$ cat src/mc_pkg.sv
// ----------------------------------------------------------------------------
// mc_pkg
// Types, symbol codes and the Morse lookup table for the encoder.
// ----------------------------------------------------------------------------
package mc_pkg;

    localparam int CODE_MAX = 6;
    localparam int LEN_W    = $clog2(CODE_MAX + 1);

    typedef enum logic [1:0] {
        SYM_DOT   = 2'd0,
        SYM_DASH  = 2'd1,
        SYM_SLASH = 2'd2,
        SYM_SEP   = 2'd3
    } sym_t;

    // One decoded character: pattern is left-justified, dash = 1
    typedef struct packed {
        logic             slash;
        logic [LEN_W-1:0] len;
        logic [CODE_MAX-1:0] pattern;
    } code_t;

    typedef struct packed {
        logic  hit;
        code_t code;
    } lookup_t;

    function automatic lookup_t mk(input logic [LEN_W-1:0] len,
                                   input logic [CODE_MAX-1:0] pattern);
        lookup_t r;
        r.hit          = 1'b1;
        r.code.slash   = 1'b0;
        r.code.len     = len;
        r.code.pattern = pattern;
        return r;
    endfunction

    // Look up a lower-case character; a miss gives hit = 0
    function automatic lookup_t morse_lookup(input logic [7:0] ch);
        lookup_t r;
        r = '0;
        case (ch)
            8'h61: r = mk(3'd2, 6'b010000); // a
            8'h62: r = mk(3'd4, 6'b100000);
            8'h63: r = mk(3'd4, 6'b101000);
            8'h64: r = mk(3'd3, 6'b100000);
            8'h65: r = mk(3'd1, 6'b000000);
            8'h66: r = mk(3'd4, 6'b001000);
            8'h67: r = mk(3'd3, 6'b110000);
            8'h68: r = mk(3'd4, 6'b000000);
            8'h69: r = mk(3'd2, 6'b000000);
            8'h6a: r = mk(3'd4, 6'b011100);
            8'h6b: r = mk(3'd3, 6'b101000);
            8'h6c: r = mk(3'd4, 6'b010000);
            8'h6d: r = mk(3'd2, 6'b110000);
            8'h6e: r = mk(3'd2, 6'b100000);
            8'h6f: r = mk(3'd3, 6'b111000);
            8'h70: r = mk(3'd4, 6'b011000);
            8'h71: r = mk(3'd4, 6'b110100);
            8'h72: r = mk(3'd3, 6'b010000);
            8'h73: r = mk(3'd3, 6'b000000);
            8'h74: r = mk(3'd1, 6'b100000);
            8'h75: r = mk(3'd3, 6'b001000);
            8'h76: r = mk(3'd4, 6'b000100);
            8'h77: r = mk(3'd3, 6'b011000);
            8'h78: r = mk(3'd4, 6'b100100);
            8'h79: r = mk(3'd4, 6'b101100);
            8'h7a: r = mk(3'd4, 6'b110000); // z
            8'h30: r = mk(3'd5, 6'b111110); // 0
            8'h31: r = mk(3'd5, 6'b011110);
            8'h32: r = mk(3'd5, 6'b001110);
            8'h33: r = mk(3'd5, 6'b000110);
            8'h34: r = mk(3'd5, 6'b000010);
            8'h35: r = mk(3'd5, 6'b000000);
            8'h36: r = mk(3'd5, 6'b100000);
            8'h37: r = mk(3'd5, 6'b110000);
            8'h38: r = mk(3'd5, 6'b111000);
            8'h39: r = mk(3'd5, 6'b111100); // 9
            8'h20:
            begin
                // word gap: three slashes
                r = mk(3'd3, 6'b000000);
                r.code.slash = 1'b1;
            end
            8'h2e: r = mk(3'd6, 6'b010101); // .
            8'h2c: r = mk(3'd6, 6'b110011); // ,
            8'h3a: r = mk(3'd6, 6'b111000); // :
            8'h3f: r = mk(3'd6, 6'b001100); // ?
            8'h2d: r = mk(3'd6, 6'b100001); // -
            8'h2f: r = mk(3'd5, 6'b100100); // /
            8'h40: r = mk(3'd6, 6'b011010); // @
            8'h3d: r = mk(3'd5, 6'b100010); // =
            default: r = '0;
        endcase
        return r;
    endfunction

endpackage

$ cat src/mc_front.sv
// ----------------------------------------------------------------------------
// mc_front
// Accepts characters, folds case, looks up the code and queues hits.
// ----------------------------------------------------------------------------
module mc_front
    import mc_pkg::*;
(
    input  logic       in_valid,
    output logic       in_stall,
    input  logic [7:0] character,
    input  logic       q_full,
    output logic       q_push,
    output code_t      q_entry
);

    logic [7:0] folded;
    lookup_t    look;

    // Fold upper case to lower case
    always_comb
    begin
        folded = character;
        if (character inside {[8'd65:8'd90]})
        begin
            folded = character + 8'd32;
        end
    end

    assign look     = morse_lookup(folded);

    // Drop misses; queue hits
    assign in_stall = q_full;
    assign q_push   = in_valid && !q_full && look.hit;
    assign q_entry  = look.code;

endmodule

$ cat src/mc_queue.sv
// ----------------------------------------------------------------------------
// mc_queue
// Short request queue between the front and back parts.
// ----------------------------------------------------------------------------
module mc_queue
    import mc_pkg::*;
#(
    parameter int DEPTH = 2
)
(
    input  logic  clk,
    input  logic  rst_n,
    input  logic  push,
    input  code_t wr_data,
    input  logic  pop,
    output code_t rd_data,
    output logic  full,
    output logic  empty
);

    localparam int ADDR_W = (DEPTH > 1) ? $clog2(DEPTH) : 1;
    localparam int CNT_W  = $clog2(DEPTH + 1);
    localparam logic [ADDR_W-1:0] LAST_ADDR = ADDR_W'(DEPTH - 1);
    localparam logic [CNT_W-1:0]  FULL_CNT  = CNT_W'(DEPTH);

    code_t             mem [DEPTH];
    logic [ADDR_W-1:0] wr_ptr_reg, wr_ptr_next;
    logic [ADDR_W-1:0] rd_ptr_reg, rd_ptr_next;
    logic [CNT_W-1:0]  count_reg, count_next;
    logic              do_push, do_pop;

    assign full    = (count_reg == FULL_CNT);
    assign empty   = (count_reg == '0);
    assign do_push = push && !full;
    assign do_pop  = pop && !empty;
    assign rd_data = mem[rd_ptr_reg];

    // Advance pointers and occupancy
    always_comb
    begin
        wr_ptr_next = wr_ptr_reg;
        rd_ptr_next = rd_ptr_reg;
        count_next  = count_reg;
        if (do_push)
        begin
            wr_ptr_next = (wr_ptr_reg == LAST_ADDR) ? '0 : wr_ptr_reg + 1'b1;
        end
        if (do_pop)
        begin
            rd_ptr_next = (rd_ptr_reg == LAST_ADDR) ? '0 : rd_ptr_reg + 1'b1;
        end
        if (do_push && !do_pop)
        begin
            count_next = count_reg + 1'b1;
        end
        else if (do_pop && !do_push)
        begin
            count_next = count_reg - 1'b1;
        end
    end

    always_ff @(posedge clk or negedge rst_n)
    begin
        if (!rst_n)
        begin
            wr_ptr_reg <= '0;
            rd_ptr_reg <= '0;
            count_reg  <= '0;
        end
        else
        begin
            wr_ptr_reg <= wr_ptr_next;
            rd_ptr_reg <= rd_ptr_next;
            count_reg  <= count_next;
        end
    end

    // Store entries
    always_ff @(posedge clk)
    begin
        if (do_push)
        begin
            mem[wr_ptr_reg] <= wr_data;
        end
    end

endmodule

$ cat src/mc_back.sv
// ----------------------------------------------------------------------------
// mc_back
// Sends a queued code, one symbol per cycle unless stalled, then a separator.
// ----------------------------------------------------------------------------
module mc_back
    import mc_pkg::*;
(
    input  logic        clk,
    input  logic        rst_n,
    input  logic        q_empty,
    input  code_t       q_entry,
    output logic        q_pop,
    output logic        out_valid,
    input  logic        out_stall,
    output logic [1:0]  symbol,
    output logic        last
);

    localparam logic [LEN_W-1:0] TOP_BIT = LEN_W'(CODE_MAX - 1);

    logic [LEN_W-1:0] idx_reg, idx_next;
    logic             valid_reg, valid_next;
    sym_t             sym_reg, sym_next;
    logic             last_reg, last_next;
    logic             advance;
    logic [LEN_W-1:0] bit_sel;

    assign advance = !valid_reg || !out_stall;
    assign bit_sel = TOP_BIT - idx_reg;

    // Pick the next symbol of the head entry
    always_comb
    begin
        idx_next   = idx_reg;
        valid_next = valid_reg;
        sym_next   = sym_reg;
        last_next  = last_reg;
        q_pop      = 1'b0;
        if (advance)
        begin
            valid_next = !q_empty;
            if (!q_empty)
            begin
                if (idx_reg == q_entry.len)
                begin
                    sym_next  = SYM_SEP;
                    last_next = 1'b1;
                    idx_next  = '0;
                    q_pop     = 1'b1;
                end
                else
                begin
                    if (q_entry.slash)
                    begin
                        sym_next = SYM_SLASH;
                    end
                    else if (q_entry.pattern[bit_sel])
                    begin
                        sym_next = SYM_DASH;
                    end
                    else
                    begin
                        sym_next = SYM_DOT;
                    end
                    last_next = 1'b0;
                    idx_next  = idx_reg + 1'b1;
                end
            end
        end
    end

    always_ff @(posedge clk or negedge rst_n)
    begin
        if (!rst_n)
        begin
            idx_reg   <= '0;
            valid_reg <= 1'b0;
        end
        else
        begin
            idx_reg   <= idx_next;
            valid_reg <= valid_next;
        end
    end

    // Hold the result payload
    always_ff @(posedge clk)
    begin
        sym_reg  <= sym_next;
        last_reg <= last_next;
    end

    assign out_valid = valid_reg;
    assign symbol    = sym_reg;
    assign last      = last_reg;

endmodule

$ cat src/morse_encoder.sv
// ----------------------------------------------------------------------------
// morse_encoder: ASCII to Morse symbol stream
// Path: an accepted character is queued, then its first symbol is registered.
// Serialiser: a code of n symbols (1 to 6) is sent, then a separator.
// Reset: asynchronous, clears the queue and output valid; no item in flight.
// ----------------------------------------------------------------------------
module morse_encoder
    import mc_pkg::*;
#(
    parameter int QUEUE_DEPTH = 2
)
(
    input  logic       clk,
    input  logic       rst_n,
    input  logic       in_valid,
    output logic       in_stall,
    input  logic [7:0] character,
    output logic       out_valid,
    input  logic       out_stall,
    output logic [1:0] symbol,
    output logic       last
);

    code_t push_entry, head_entry;
    logic  push, pop, full, empty;

    // Classify requests
    mc_front u_front (
        .in_valid  (in_valid),
        .in_stall  (in_stall),
        .character (character),
        .q_full    (full),
        .q_push    (push),
        .q_entry   (push_entry)
    );

    // Decouple front and back
    mc_queue #(
        .DEPTH (QUEUE_DEPTH)
    ) u_queue (
        .clk     (clk),
        .rst_n   (rst_n),
        .push    (push),
        .wr_data (push_entry),
        .pop     (pop),
        .rd_data (head_entry),
        .full    (full),
        .empty   (empty)
    );

    // Emit symbols
    mc_back u_back (
        .clk       (clk),
        .rst_n     (rst_n),
        .q_empty   (empty),
        .q_entry   (head_entry),
        .q_pop     (pop),
        .out_valid (out_valid),
        .out_stall (out_stall),
        .symbol    (symbol),
        .last      (last)
    );

endmodule

$ cat config.mk
export PLATFORM = sky130hd
export DESIGN_NAME = morse_encoder
export DESIGN_NICKNAME = d
export VERILOG_FILES = /design/src/mc_pkg.sv /design/src/mc_front.sv /design/src/mc_queue.sv /design/src/mc_back.sv /design/src/morse_encoder.sv
export SDC_FILE = /design/constraint.sdc
export NUM_CORES = 1
export LEC_CHECK = 0
export BUFFER_PORTS_ARGS = -buffer_cell sky130_fd_sc_hd__clkbuf_2
export CORE_MARGIN = 1.5
export CORE_UTILIZATION = 30
export DETAILED_ROUTE_END_ITERATION = 6
export PLACE_DENSITY = 0.46
export SLEW_MARGIN = 5
export SYNTH_ARGS = -nofsm -noshare
export SYNTH_HDL_FRONTEND = slang
export SYNTH_SLANG_ARGS = --single-unit
$ cat constraint.sdc
create_clock -name clk -period 5.85 [get_ports clk]
set_input_delay 0.8775 -clock clk [delete_from_list [all_inputs] [get_ports clk]]
set_output_delay 0.8775 -clock clk [all_outputs]
set_load 0.03 [all_outputs]
==> results by group, run 1 <==
Power and ir drop
  – Combinational Power Share: 0.370
  – Final Total Pwr: 0.7804 mW
  – Internal Pwr Total: 0.4937 mW
  – Sw Pwr: 0.2867 mW
  – Clock power share: 0.198
  – PD cells: 310.1 mW/mm^2
  – Flop pwr share: 0.432
  – Leakage power: 0.9968 nW
  – Maximum vdd drop: 0.0001075 V
  – Switch share: 0.3673

Yosys
  – Post-synth top area share: 0.2990
  – Area contributors post-synth: edfxtp_1 (30%), dfrtp_1 (8.7%), mux4_2 (5.9%), ha_1 (5.4%), nand2_1 (4.7%)
  – Yosys cell types: 59
  – Post-synth EDFFs: 23
  – Post-Syn Area: 0.002310 sq mm
  – Dominant synthesized flop cell: edfxtp_1
  – Count of state elements after synthesis: 31
  – Avg Cell Area, Syn: 10.09 sq um
  – Post-synth net total: 251
  – Share of synthesized registers carrying an async set or reset: 0.2581
  – Syn. warnings: 0
  – Register area share after synthesis: 0.3857
  – Leading area contributor after synthesis: edfxtp_1
  – Synth Instances: 229

Final layout
  – Post-layout util: 0.3414
  – Layout cell share with drive strength beyond 1: 0.1750
  – Largest register FFs: 20
  – Fillers: 768
  – Final #Nets: 261
  – Area growth, synth to finish: 8.938%
  – Ant. Diodes: 0
  – Sequential Area: 890.9 sq um
  – Area occupied by multi-input gates: 0.001292 sq mm

Floorplan
  – Die width: 90.75 microns
  – I/O pin cnt: 17
  – Core ar.: 0.007370 sq mm
  – Die Area: 0.008235 sq mm
  – Die H: 90.75 microns
  – Starting Density: 0.3134
  – # rows: 31

Detailed routing
  – 1st-iter DRT viols: 72
  – DRT antenna net count: 0
  – Residual DRC: 0
  – Via-per-instance ratio: 5.201
  – DRT Wirelength: 5092 microns
  – Routed vias: 1,763
  – DRT Pass-1 Iters: 4
  – Routed len/inst: 15.02 microns

CTS
  – Cts hold-fix bufs: 0
  – CTS root buf: clkbuf_8
  – Worst skew pair latency: 0.28 ns
  – Setup bufs post-CTS: 0
  – Num CTS Buffers: 5
  – Clk sinks: 31
  – H-tree depth: 2
  – CTS clk-pin slew, worst paths: 0.07 ns
  – Clock buffer depth: 2
  – Post-CTS resize count: 0
  – CTS tree: done

Placed design
  – IO buf count: 16
  – Post-DP HPWL: 3772 microns
  – GPL Wtd Cong: 0.8286

Timing
  – Fin crit period: 3.398 ns
  – Setup violators final: 0
  – Slew HR: 0.3504
  – Skew final: 0.008275 ns
  – Setup tns final: 0 ns
  – Worst-Margin Slew: 0.9686 ns
  – Endpoints failing hold: 0
  – RSZ-0062 raised after global routing: no
  – Crit share post-route: 0.5809
  – Fmax: 294.3 MHz
  – Final Max Slew Viols: 0

Global route
  – First-pass GRT wire length: 8542 microns
  – Initial antenna violation count: 0
  – Number of global-route vias before repair: 1,733
  – Largest net degree at the start of global routing: 29
  – Met3 Use GR: 0.03199
  – Met2 Resource Use GR: 0.2224
  – GR Layer Usage met1: 0.1617
  – Global route overflow: 0
  – Busiest grt layer: met2
  – GRT Util Overall: 0.1318

Run status
  – Status: finished, final reports clean

Hold path
  – Worst hold path class: in -> async

Run
  – Max-capacitance violation count: 0

Worst setup path
  – CP Launch Type: input pin
  – CP endpoint kind: register
  – Required time of the worst setup path: 5.78 ns
  – Reg2Reg Depth: 8
  – Crit path DAT: 3.33 ns
  – Worst-path maximum fanout: 14
  – WS Path Type: in -> reg
layout by cell type (no fill, tap or decap), types with 6 or more instances in the layout:
| cell type | Yosys | final |
|---|---|---|
| inv_1 | 10 | 10 |
| dfrtp_1 | 8 | 8 |
| edfxtp_1 | 23 | 23 |
| nand2_1 | 29 | 29 |
| nor2_1 | 14 | 14 |
| ha_1 | 10 | 10 |
| mux2i_1 | 8 | 8 |
| mux4_2 | 6 | 6 |
| o21ai_0 | 16 | 16 |
| a21oi_1 | 10 | 10 |
| clkbuf_2 | 0 | 16 |
logic make-up after synthesis:
kind of cell / Yosys count / share of synthesized area
buffers and inverters: 25 / 0.05470
and+or+nand+nor: 70 / 0.1571
adders and majority gates: 10 / 0.05417
DFF: 31 / 0.3857
AOI/OAI and AO/OA: 70 / 0.2172
xor gates and xnor gates: 7 / 0.02654
muxes: 16 / 0.1045
cells in the mapped netlist (2+ instances only):
library cell	n
a21boi_0	2
a21o_1	2
a21oi_1	10
a21oi_2	3
a31oi_1	5
and3_1	3
buf_2	5
buf_4	2
clkbuf_1	4
dfrtp_1	8
edfxtp_1	23
ha_1	10
inv_1	10
mux2i_1	8
mux4_2	6
nand2_1	29
nand2b_1	4
nand3_1	2
nor2_1	14
nor2b_1	2
nor3_1	5
nor4_1	3
o2111ai_1	2
o211a_1	2
o211ai_1	4
o21a_1	2
o21ai_0	16
o21bai_1	5
o22ai_1	2
o31ai_2	2
xnor2_1	5
xor2_1	2
routing by layer:
metal	vias to the layer above	routed length, microns
li1	876	-
met1	843	2332
met2	35	2489
met3	9	157
met4	0	112
met5	-	0
final timing paths:
path	from	endpoint	slack, ns
min in group clk	u_back.out_valid$_DFFE_PN0N_	u_back.out_valid$_DFFE_PN0N_	0.49
min	rst_n	u_back.out_valid$_DFFE_PN0N_	0.43
max	character[0]	u_queue.mem[0][5]$_DFFE_PP_	2.45
max in group asynchronous	rst_n	u_queue.count_reg[0]$_DFFE_PN0P_	5.24
max reg2reg	u_queue.rd_ptr_reg$_DFFE_PN0P_	u_queue.count_reg[1]$_DFFE_PN0P_	3.57
min reg2reg	u_back.out_valid$_DFFE_PN0N_	u_back.out_valid$_DFFE_PN0N_	0.49
power by group through the flow:
stage | logic (mW) | clock network (mW) | registers, mW
after floorplan | 0.219 | 0 | 0.347
after global placement | 0.291 | 0 | 0.344
after detailed placement | 0.289 | 0 | 0.344
after CTS | 0.291 | 0.158 | 0.339
after global routing | 0.321 | 0.170 | 0.348
final | 0.289 | 0.155 | 0.337
stage by stage:
stage	hold slack (ns)	instances	area, sq um	setup slack (ns)
after floorplan	0.4794	229	2310	2.305
after global placement	0.4701	331	2436	2.227
after detailed placement	0.4727	331	2436	2.178
after CTS	0.4310	339	2516	2.467
after global routing	0.4280	339	2516	2.285
final	0.4282	339	2516	2.452
cell type report:
cell class,count,area share
clock buffer,6,0.02884
clock inverter,2,0.002984
inverter,11,0.01641
multi-input combinational,173,0.5137
sequential,31,0.3541
tap,99,0.04923
timing repair buffer,17,0.03481
worst max-delay path: stages:
cell and delay, ns:
clkbuf_2 0.17, inv_1 0.20, ha_1 0.29, nand2b_1 0.17
a21oi_2 0.12, o31ai_2 0.83, a32oi_1 0.27, inv_1 0.39
Power figures use the tool's default switching activity.
==> run 2: changes to the inputs <==
==> constraint.sdc (replaced) <==
create_clock -name clk -period 3.31 [get_ports clk]
set_input_delay 0.4965 -clock clk [delete_from_list [all_inputs] [get_ports clk]]
set_output_delay 0.4965 -clock clk [all_outputs]
set_load 0.03 [all_outputs]
==> run 2 against run 1 <==
Compared with the run above: sequential share of layout area fell by 1.2 points; via count rose by 2.4%; clock skew fell by 0.0014 ns; total power rose by 80%; die area did not move; count of clock-buffer cells in the layout did not move; clock power rose by 76%; largest cell class unchanged.
==> results by group, run 2 (synthesized netlist as in run 1, its figures left out) <==
Run status
  – Status: finished, final reports clean

CTS
  – Post-CTS resize count: 0 (unchanged)
  – Clk sinks: 31 (unchanged)
  – Setup bufs post-CTS: 0 (unchanged)
  – Num CTS Buffers: 5 (unchanged)
  – Worst skew pair latency: 0.27 ns (about the same)
  – Clock buffer depth: 2 (unchanged)
  – CTS clk-pin slew, worst paths: 0.06 ns (about the same)
  – CTS root buf: clkbuf_8
  – CTS tree: done
  – Cts hold-fix bufs: 0 (unchanged)
  – H-tree depth: 2 (unchanged)

Global route
  – GRT Util Overall: 0.1354 (+0.003554)
  – Largest net degree at the start of global routing: 25 (-14%)
  – Global route overflow: 0 (unchanged)
  – First-pass GRT wire length: 8970 microns (+5.0%)
  – Number of global-route vias before repair: 1,762 (+1.7%)
  – Initial antenna violation count: 0 (unchanged)

Timing
  – Slew HR: 0.6064 (+0.2560)
  – Setup tns final: 0 ns (unchanged)
  – Crit share post-route: 0.8217
  – Skew final: 0.006876 ns (-0.001399 ns)
  – Fmax: 367.7 MHz
  – Setup violators final: 0 (unchanged)
  – Fin crit period: 2.720 ns
  – Endpoints failing hold: 0 (unchanged)
  – Final Max Slew Viols: 0 (unchanged)
  – RSZ-0062 raised after global routing: no
  – Worst-Margin Slew: 0.5889 ns (-0.3797 ns)

Worst setup path
  – CP bufs+invs: 2 (-1)
  – Worst-path maximum fanout: 6 (-8)
  – WP depth: 12 (+4)
  – Crit path largest cell delay: 0.52 ns (-0.31 ns)
  – Top delay family on crit path: simple AND/OR/NAND/NOR gates
  – Critical Path Sink: u_queue.count_reg[1]$_DFFE_PN0P_
  – Reg-to-Reg Start: u_queue.rd_ptr_reg$_DFFE_PN0P_
  – Required time of the worst setup path: 3.51 ns (-2.27 ns)
  – Crit path DAT: 2.92 ns (-0.41 ns)
  – Reg2reg end: u_queue.count_reg[1]$_DFFE_PN0P_
  – Slowest cell on the critical path: or4b_4
  – CP endpoint kind: register
  – Crit-path cells: clkbuf_2, inv_1, ha_1, or4b_4, nor2_8, o41a_4, mux2_4, a21oi_2, nor2_1, ha_1, nor2_1, xor2_1
  – Reg2Reg Depth: 8 (unchanged)
  – WS Path Type: in -> reg
  – CP Launch Type: input pin
  – CP Launch Point: character[0]
  – Worst R2R Setup Slack: 1.09 ns (-2.48 ns)

Power and ir drop
  – Maximum vdd drop: 0.0001701 V (+58%)
  – Final Total Pwr: 1.402 mW (+80%)
  – PD cells: 537.7 mW/mm^2 (+73%)
  – Leakage power: 1.059 nW (+6.2%)
  – Combinational Power Share: 0.378 (+0.008)
  – Internal Pwr Total: 0.8908 mW (+80%)
  – Clock power share: 0.195 (-0.003)
  – Flop pwr share: 0.427 (-0.005)
  – Sw Pwr: 0.5111 mW (+78%)
  – Switch share: 0.3646 (-0.002777)

Placed design
  – GPL Wtd Cong: 0.8059 (-2.7%)
  – Placed Area: 0.002526 sq mm (+3.7%)
  – IO buf count: 16 (unchanged)
  – Post-DP HPWL: 3965 microns (+5.1%)

Final layout
  – Fillers: 774 (+0.78%)
  – Largest register FFs: 20 (unchanged)
  – Commonest non-fill, non-tap cell in the layout: nand2_1
  – Most frequent cells in the layout: nand2_1 (29), edfxtp_1 (23), o21ai_0 (16), clkbuf_2 (16), nor2_1 (14)
  – Post-layout util: 0.3538 (+0.01239)
  – Post-layout instance area: 0.002608 sq mm (+3.6%)
  – Ant. Diodes: 0 (unchanged)
  – Area occupied by multi-input gates: 0.001292 sq mm (unchanged)
  – Sequential Area: 890.9 sq um (unchanged)
  – Area growth, synth to finish: 12.89%
  – Final #Nets: 273 (+4.6%)
  – Layout cell share with drive strength beyond 1: 0.2183 (+0.04325)

Floorplan
  – I/O pin cnt: 17 (unchanged)
  – Die width: 90.75 microns (unchanged)
  – Die Area: 0.008235 sq mm (unchanged)
  – Core ar.: 0.007370 sq mm (unchanged)
  – # rows: 31 (unchanged)
  – Die H: 90.75 microns (unchanged)
  – Starting Density: 0.3134 (unchanged)

Detailed routing
  – Residual DRC: 0 (unchanged)
  – DRT Wirelength: 5273 microns (+3.6%)
  – Routed vias: 1,805 (+2.4%)
  – 1st-iter DRT viols: 107 (+49%)
  – Via-per-instance ratio: 5.142 (-1.1%)
  – DRT antenna net count: 0 (unchanged)
  – DRT Pass-1 Iters: 4 (unchanged)
  – Routed len/inst: 15.02 microns (about the same)

Run
  – Max-capacitance violation count: 0 (unchanged)

Hold path
  – Worst hold path class: in -> async
==> run 2: layout make-up <==
| type | instances | share of cell area |
|---|---|---|
| multi-input cells | 173 | 0.4957 |
| flip-flops and latches | 31 | 0.3417 |
| clock inverters | 2 | 0.003359 |
| well taps | 99 | 0.04750 |
| clock buffers | 6 | 0.02783 |
| repair buffers | 29 | 0.06814 |
| inverters | 11 | 0.01583 |
==> run 2: metrics by stage <==
step	hold slack, ns	std cells	setup WS, ns
floorplan	0.2009	229	0.1457
global placement	0.3575	343	0.3480
detailed placement	0.3659	343	0.2965
CTS	0.06120	351	0.5890
global route	0.06716	351	0.4874
finish	0.06191	351	0.5903
==> run 2: how the worst min path moves through the flow <==
stage                                       endpoint  slack, ns   from  cells past startpoint
CTS                     u_back.out_valid$_DFFE_PN0N_       0.06  rst_n                      1
global route            u_back.out_valid$_DFFE_PN0N_       0.07  rst_n                      1
floorplan              u_back.idx_reg[0]$_DFFE_PN0P_       0.20  rst_n                      0
detailed placement      u_back.out_valid$_DFFE_PN0N_       0.37  rst_n                      1
global placement    u_queue.count_reg[0]$_DFFE_PN0P_       0.36  rst_n                      1
finish                  u_back.out_valid$_DFFE_PN0N_       0.06  rst_n                      1
==> run 2: power by group through the flow <==
| stage | sequential, mW | clock [mW] | combinational [mW] |
|---|---|---|---|
| CTS | 0.602 | 0.285 | 0.537 |
| global placement | 0.609 | 0 | 0.534 |
| floorplan | 0.614 | 0 | 0.388 |
| global route | 0.613 | 0.302 | 0.592 |
| detailed placement | 0.609 | 0 | 0.536 |
| finish | 0.599 | 0.273 | 0.530 |
==> run 2: per-layer routing <==
metal	global-route usage	wire length (microns)	share of wire
met4	0.05026	95	0.018
met3	0.02273	163	0.031
met5	0	0	0
met2	0.2137	2488	0.47
met1	0.1848	2524	0.48
==> run 3: changes to the inputs <==
==> constraint.sdc (replaced) <==
create_clock -name clk -period 2.6 [get_ports clk]
set_input_delay 0.39 -clock clk [delete_from_list [all_inputs] [get_ports clk]]
set_output_delay 0.39 -clock clk [all_outputs]
set_load 0.03 [all_outputs]
==> run 3 against run 2 <==
Compared with the run above: design area up 11%; highest routed layer unchanged; total power grew 36%; final cell count grew 7.4%; sequential power increased by 25%; first-iteration DRC count decreased by 8.4%; sequential cell count unchanged; via count rose by 5.1%; worst setup slack worse by 0.51 ns; non-clock buffer count is 26 higher; clock power up 48%; combinational power grew 42%; core utilization rose by 4.0 points.
==> results by group, run 3 (synthesized netlist as in run 1, its figures left out) <==
Floorplan
  – I/O pin cnt: 17 (unchanged)
  – Die Area: 0.008235 sq mm (unchanged)
  – Die H: 90.75 microns (unchanged)
  – Core ar.: 0.007370 sq mm (unchanged)
  – Starting Density: 0.3134 (unchanged)
  – Die width: 90.75 microns (unchanged)
  – # rows: 31 (unchanged)

Detailed routing
  – DRT antenna net count: 0 (unchanged)
  – Routed len/inst: 14.20 microns (-5.4%)
  – Via-per-instance ratio: 5.032 (-2.2%)
  – 1st-iter DRT viols: 98 (-8.4%)
  – Routed vias: 1,897 (+5.1%)
  – Residual DRC: 0 (unchanged)
  – DRT Wirelength: 5355 microns (+1.6%)
  – DRT Pass-1 Iters: 4 (unchanged)

Timing
  – Final Max Slew Viols: 0 (unchanged)
  – Setup tns final: 0 ns (unchanged)
  – Fmax: 397.6 MHz
  – Setup ws final: 0.08468 ns (-0.5057 ns)
  – Crit share post-route: 0.9674
  – Slew HR: 0.6924 (+0.08595)
  – Skew final: 0.003757 ns (-0.003119 ns)
  – Worst-Margin Slew: 0.4566 ns (-0.1322 ns)
  – Setup violators final: 0 (unchanged)
  – Endpoints failing hold: 0 (unchanged)
  – Fin crit period: 2.515 ns

Hold path
  – Worst hold path class: in -> reg

Worst setup path
  – Required time of the worst setup path: 2.76 ns (-0.75 ns)
  – Slowest cell on the critical path: o41a_4
  – Top delay family on crit path: compound AO/OA/AOI/OAI gates
  – Crit path DAT: 2.67 ns (-0.25 ns)
  – Crit-path cells: clkbuf_2, clkinvlp_4, buf_4, ha_1, nand2b_4, a21oi_2, o41a_4, mux2_4, a21oi_4, nor2_1, ha_2, xor2_1, nor2_2, xor2_1
  – CP endpoint kind: register
  – Worst-path maximum fanout: 4 (-2)
  – CP bufs+invs: 3 (+1)
  – CP Launch Type: input pin
  – WS Path Type: in -> reg
  – Worst R2R Setup Slack: 0.62 ns (-0.47 ns)
  – CP dominant cell by count: xor2_1
  – Crit path largest cell delay: 0.45 ns (-0.07 ns)

Power and ir drop
  – Combinational Power Share: 0.396 (+0.018)
  – PD cells: 655.7 mW/mm^2 (+22%)
  – Clock power share: 0.212 (+0.017)
  – Sw Pwr: 0.6655 mW (+30%)
  – Switch share: 0.3497 (-0.01490)
  – Internal Pwr Total: 1.238 mW (+39%)
  – Final Total Pwr: 1.903 mW (+36%)
  – Maximum vdd drop: 0.0002184 V (+28%)
  – Leakage power: 1.198 nW (+13%)
  – Flop pwr share: 0.392 (-0.035)

CTS
  – H-tree depth: 2 (unchanged)
  – Worst skew pair latency: 0.27 ns (about the same)
  – Clk sinks: 31 (unchanged)
  – Num CTS Buffers: 5 (unchanged)
  – Clock buffer depth: 2 (unchanged)
  – CTS clk-pin slew, worst paths: 0.06 ns (about the same)
  – CTS tree: done
  – CTS root buf: clkbuf_8

Placed design
  – GPL Wtd Cong: 0.8385 (+4.0%)
  – IO buf count: 16 (unchanged)
  – Placed Area: 0.002778 sq mm (+10%)
  – Post-DP HPWL: 4137 microns (+4.3%)
  – Pre-CTS WS: -0.2521 ns (-0.5486 ns)
  – Placed instance count: 367 (+7.0%)

Final layout
  – Area growth, synth to finish: 25.68%
  – Most frequent cells in the layout: buf_4 (37), nand2_1 (29), edfxtp_1 (23), o21ai_0 (16), clkbuf_2 (16)
  – Layout cell share with drive strength beyond 1: 0.3237 (+0.1055)
  – Fin cells: 377 (+7.4%)
  – Commonest non-fill, non-tap cell in the layout: buf_4
  – Final #Nets: 299 (+9.5%)
  – Fillers: 773 (-0.13%)
  – Area occupied by multi-input gates: 0.001348 sq mm (+4.3%)
  – Largest register FFs: 20 (unchanged)
  – Post-layout instance area: 0.002903 sq mm (+11%)
  – Sequential Area: 890.9 sq um (unchanged)
  – Ant. Diodes: 0 (unchanged)

Global route
  – Global route overflow: 0 (unchanged)
  – Largest net degree at the start of global routing: 27 (+8.0%)
  – Number of global-route vias before repair: 1,775 (+0.74%)
  – Initial antenna violation count: 0 (unchanged)
  – First-pass GRT wire length: 8990 microns (+0.22%)
  – GRT Util Overall: 0.1374 (+0.002011)

Run
  – Max-capacitance violation count: 0 (unchanged)

Run status
  – Status: finished, final reports clean
[run 3: final timing paths]
path                            cells past startpoint                            from                          endpoint
worst max-delay path                               14                    character[0]  u_queue.count_reg[1]$_DFFE_PN0P_
worst min-delay path                                3                       out_stall      u_back.out_valid$_DFFE_PN0N_
worst max register to register                      7  u_queue.rd_ptr_reg$_DFFE_PN0P_  u_queue.count_reg[1]$_DFFE_PN0P_
worst min register to register                      2    u_back.out_valid$_DFFE_PN0N_      u_back.out_valid$_DFFE_PN0N_
max in group asynchronous                           2                           rst_n    u_queue.wr_ptr_reg$_DFFE_PN0P_
min in group asynchronous                           2                           rst_n     u_back.idx_reg[0]$_DFFE_PN0P_
[run 3: timing repair]
action,in CTS,in global routing
hold endpoints to repair,8,0
buffers inserted,0,1
hold buffers,1,0
endpoints found under the setup margin,0,11
gates resized for setup,0,2
[run 3: area by class of cell]
cell class / instances / area share
multi-input combinational: 173 / 0.4642
sequential: 31 / 0.3069
timing repair buffer: 55 / 0.1336
tap: 99 / 0.04267
clock buffer: 8 / 0.03448
inverter: 11 / 0.01810
[run 3: power groups by stage]
stage | combinational, mW | clock [mW] | sequential (mW)
after floorplan | 0.515 | 0 | 0.781
after global placement | 0.758 | 0 | 0.761
after detailed placement | 0.758 | 0 | 0.760
after CTS | 0.761 | 0.412 | 0.751
after global routing | 0.838 | 0.434 | 0.769
final | 0.754 | 0.403 | 0.746
[run 3: through the flow]
stage	util	hold WS [ns]
after global routing	0.3939	0.3780
final	0.3939	0.3247
after global placement	0.3769	0.2479
after CTS	0.3919	0.3172
after floorplan	-	0.09441
after detailed placement	0.3769	0.2480
[run 3: worst min-delay path: stages]
cell	delay, ns
clkbuf_2	0.07
nand2_1	0.05
nand2_1	0.05
[run 3: per-layer routing]
layer	track usage	routed length (microns)	vias up
met5	0	0	-
met4	0.04762	78	0
met3	0.01768	133	4
met2	0.2268	2592	33
met1	0.1840	2550	904
li1	-	-	956
